<file path="config.mk">
export PLATFORM = sky130hd
export DESIGN_NAME = gssp_dist_mem
export DESIGN_NICKNAME = d
export VERILOG_FILES = /design/src/gssp_dist_mem.sv
export SDC_FILE = /design/constraint.sdc
export NUM_CORES = 1
export LEC_CHECK = 0
export BUFFER_PORTS_ARGS = -buffer_cell sky130_fd_sc_hd__buf_2
export CORE_MARGIN = 2
export CORE_UTILIZATION = 55
export DETAILED_ROUTE_END_ITERATION = 10
export PLACE_DENSITY = 0.71
export SLEW_MARGIN = 15
export SYNTH_ARGS = -nofsm -noshare
export SYNTH_HDL_FRONTEND = slang
export SYNTH_SLANG_ARGS = --single-unit
export TNS_END_PERCENT = 20
</file>
<file path="constraint.sdc">
create_clock -name clk -period 8.8 [get_ports clk]
set_input_delay 1.32 -clock clk [delete_from_list [all_inputs] [get_ports clk]]
set_output_delay 1.32 -clock clk [all_outputs]
set_load 0.01 [all_outputs]
</file>
<file path="src/gssp_dist_mem.sv">
// Working store of a path query: tentative distance, reached and settled marks.
module gssp_dist_mem #(
  parameter int unsigned ADDR_BITS = 6,
  parameter int unsigned DATA_BITS = 24
) (
  input  logic                 clk,
  input  logic                 we,
  input  logic [ADDR_BITS-1:0] waddr,
  input  logic [DATA_BITS-1:0] wdata,
  input  logic [ADDR_BITS-1:0] raddr,
  output logic [DATA_BITS-1:0] rdata
);
  logic [DATA_BITS-1:0] mem [2**ADDR_BITS];

  always_ff @(posedge clk) begin
    if (we) begin
      mem[waddr] <= wdata;
    end
    rdata <= mem[raddr];
  end
endmodule

</file>
==> flow_metrics.env <==
export IMPL_die_area_um2=110000
export IMPL_period_share_pct=47.7
export IMPL_synth_cells=2610
export IMPL_grt_first_pass_wirelength_um=208000
export IMPL_fillers=6988
export IMPL_cts_buffer_depth=3
export IMPL_p_int_w=0.0118
export IMPL_synth_warning_count=0
export IMPL_ir_drop_mv=0.214
export IMPL_setup_viol_count_final=0
export IMPL_seqPwrFrac_pct=55.1
export IMPL_final_nets=2815
export IMPL_core_um2=107000
export IMPL_port_buffers=61
export IMPL_ys_flop_type="edfxtp_1"
export IMPL_worst_setup_path_start_kind="primary input"
export IMPL_tightest_slew_ps=1420
export IMPL_drtIter0Drc=4520
export IMPL_hp_start="mem[39][20]$_DFFE_PP_"
export IMPL_required_ps=9480
export IMPL_tns_ps=0
export IMPL_fmax_mhz=238
export IMPL_p_switching_w=0.00318
export IMPL_async_flop_share_pct=0
export IMPL_gr_total_overflow=0
export IMPL_vias=28797
export IMPL_synthToLayoutAreaGrowth_pct=11.6
export IMPL_worstSkewPairLatency_ps=760
export IMPL_synth_seq_cells=1560
export IMPL_startpoint="raddr[1]"
export IMPL_finalWorstSetupSlack_ps=4600
export IMPL_grt_util_met3_pct=5.98
export IMPL_grtUsageMet2_pct=39.0
export IMPL_drive_gt1_share_pct=28.6
export IMPL_synth_area_per_cell_um2=22.7
export IMPL_routedWlPerCell_um=33.8
export IMPL_pwr_share_comb_pct=5.1
export IMPL_path_class="primary input to flip-flop"
export IMPL_path_max_fanout=106
export IMPL_post_cts_buffers=0
export IMPL_root_buffer="clkbuf_16"
export IMPL_drt_first_pass_iters=7
export IMPL_postRouteWirelength_um=145000
export IMPL_grt_util_met1_pct=40.5
export IMPL_p_clk_share_pct=39.8
export IMPL_rr_startpoint="mem[19][11]$_DFFE_PP_"
export IMPL_period_needed_ps=4200
export IMPL_p_per_area_nw_per_um2=227
export IMPL_start_util_pct=55.4
export IMPL_cts_buffers=150
export IMPL_postCtsHoldBufs=0
export IMPL_p_leak_nw=20.7
export IMPL_cp_arrival_ps=4880
export IMPL_die_w_um=332
export IMPL_rows=120
export IMPL_ys_seq_area_share_pct=78.6
export IMPL_final_common_cell="edfxtp_1"
export IMPL_grt_max_degree=107
export IMPL_place_ws_ps=3930
export IMPL_netlist_area_um2=59300
export IMPL_gp_congestion=0.880
export IMPL_clock_skew_ps=32.8
export IMPL_cts_clk_slew_worst_paths_ps=60
export IMPL_status="finished, final reports clean"
export IMPL_clkSinkCount=1560
export IMPL_grt_pass1_vias=28100
export IMPL_antenna_found_initial=11
export IMPL_p_sw_share_pct=21.1
export IMPL_finalHoldViolations=0
export IMPL_syn_num_nets=2648
export IMPL_drv_slew=0
export IMPL_cp_end_kind="flip-flop"
export IMPL_cts_resized=0
export IMPL_hold_path_class="flip-flop to flip-flop"
export IMPL_max_cap_violations=0
export IMPL_mostFrequentLayoutCells="1,536 x edfxtp_1, 355 x mux4_2, 154 x clkbuf_16"
export IMPL_htreeDepth=4
export IMPL_rsz0062_at_grt="no"
export IMPL_cts_tree="built"
export IMPL_die_h_um=332
export IMPL_grt_busiest_layer="met1"
export IMPL_grt_usage_pct=26.6
export IMPL_ant_nets=0
export IMPL_drc_errors=0
export IMPL_synth_enable_flop_cells=1536
export IMPL_design_portCount=62
export IMPL_via_per_inst=6.70
export IMPL_dp_hpwl_um=83300
export IMPL_slew_headroom_pct=5.39
export IMPL_synth_cell_types=40
==> power by group through the flow <==
stage | clock [W] | sequential, W | combinational, W
after floorplan | 0 | 0.00840 | 0.000406
after global placement | 0 | 0.00842 | 0.000747
after detailed placement | 0 | 0.00842 | 0.000766
after CTS | 0.00604 | 0.00827 | 0.000768
after global routing | 0.00631 | 0.00827 | 0.000809
final | 0.00597 | 0.00827 | 0.000773
==> layer usage <==
| layer | part of all wire (%) | routed length [um] |
|---|---|---|
| met1 | 39 | 57200 |
| met2 | 45 | 65900 |
| met3 | 12 | 17400 |
| met4 | 3.2 | 4660 |
| met5 | 0.036 | 52 |
==> synthesized netlist by cell type, types with 4 or more instances <==
cell type     n  area, um2
a22oi_1      29        218
mux2i_1      95        951
buf_1        13       48.8
o21ai_0      12       60.1
or3_1        10       62.6
o21a_1       13       97.6
nand2_1      36        135
buf_2        45        225
a221o_1       4       40.0
nor2_1       80        300
edfxtp_1   1536      46100
nand2b_1      6       37.5
mux4_2      355       8000
buf_6         8       90.1
nor2b_1       9       56.3
dfxtp_1      24        480
a31oi_1      13       81.3
clkbuf_1     44        165
nand3_1      20        100
and3_1       16        100
a221oi_1     52        455
buf_4        31        233
o21ai_1       6       30.0
mux2_2       53        597
o22ai_1      53        332
a21oi_1      22        110
==> sequential cells by signal (all words and copies together), names as in the netlist <==
register and count:
mem 1536, rdata 24
==> final timing paths <==
check	slack, ps	cells after the start	to
setup reg to reg	6500	5	rdata[11]$_DFF_P_
setup / recovery	4600	8	rdata[11]$_DFF_P_
hold reg to reg	920	4	rdata[20]$_DFF_P_
hold / removal	920	4	rdata[20]$_DFF_P_
==> critical path, stage by stage <==
cell	delay (ps)
clkbuf_8	510
buf_12	600
inv_2	40
buf_4	340
mux2_2	410
o22ai_1	100
a221oi_1	1110
o21a_1	220
==> layout make-up <==
type | count | area [um2] | area share (%)
diodes | 6 | 15.0 | 0.0227
clock buffers | 199 | 4090 | 6.19
clock inverters | 62 | 433 | 0.654
inverters | 2 | 7.51 | 0.0113
multi-input cells | 906 | 12100 | 18.3
flip-flops and latches | 1560 | 46600 | 70.4
well taps | 1403 | 1760 | 2.65
repair buffers | 157 | 1140 | 1.73
==> per-stage QoR <==
| step | cells | power, W | hold WS [ps] | instance area [um2] | util [%] |
|---|---|---|---|---|---|
| after global routing | 4289 | 0.0154 | 955 | 66200 | 61.8 |
| after floorplan | 2610 | 0.00881 | 772 | 59300 | - |
| after CTS | 4288 | 0.0151 | 903 | 66100 | 61.8 |
| after detailed placement | 4027 | 0.00919 | 893 | 61600 | 57.5 |
| after global placement | 4026 | 0.00917 | 898 | 61600 | 57.5 |
| final | 4295 | 0.0150 | 922 | 66200 | 61.8 |
==> kinds of logic (layout without fill, tap and decap cells) <==
| group | Yosys count | in the layout | share of synthesized area [%] |
|---|---|---|---|
| flip-flops | 1560 | 1560 | 78.6 |
| multiplexers | 503 | 503 | 16.1 |
| AO/OA/AOI/OAI | 207 | 207 | 2.44 |
| AND/OR/NAND/NOR | 196 | 196 | 1.56 |
| buffers and inverters | 144 | 420 | 1.31 |
| other | 0 | 6 | 0 |
No activity file was read; power rests on OpenSTA's default activity.
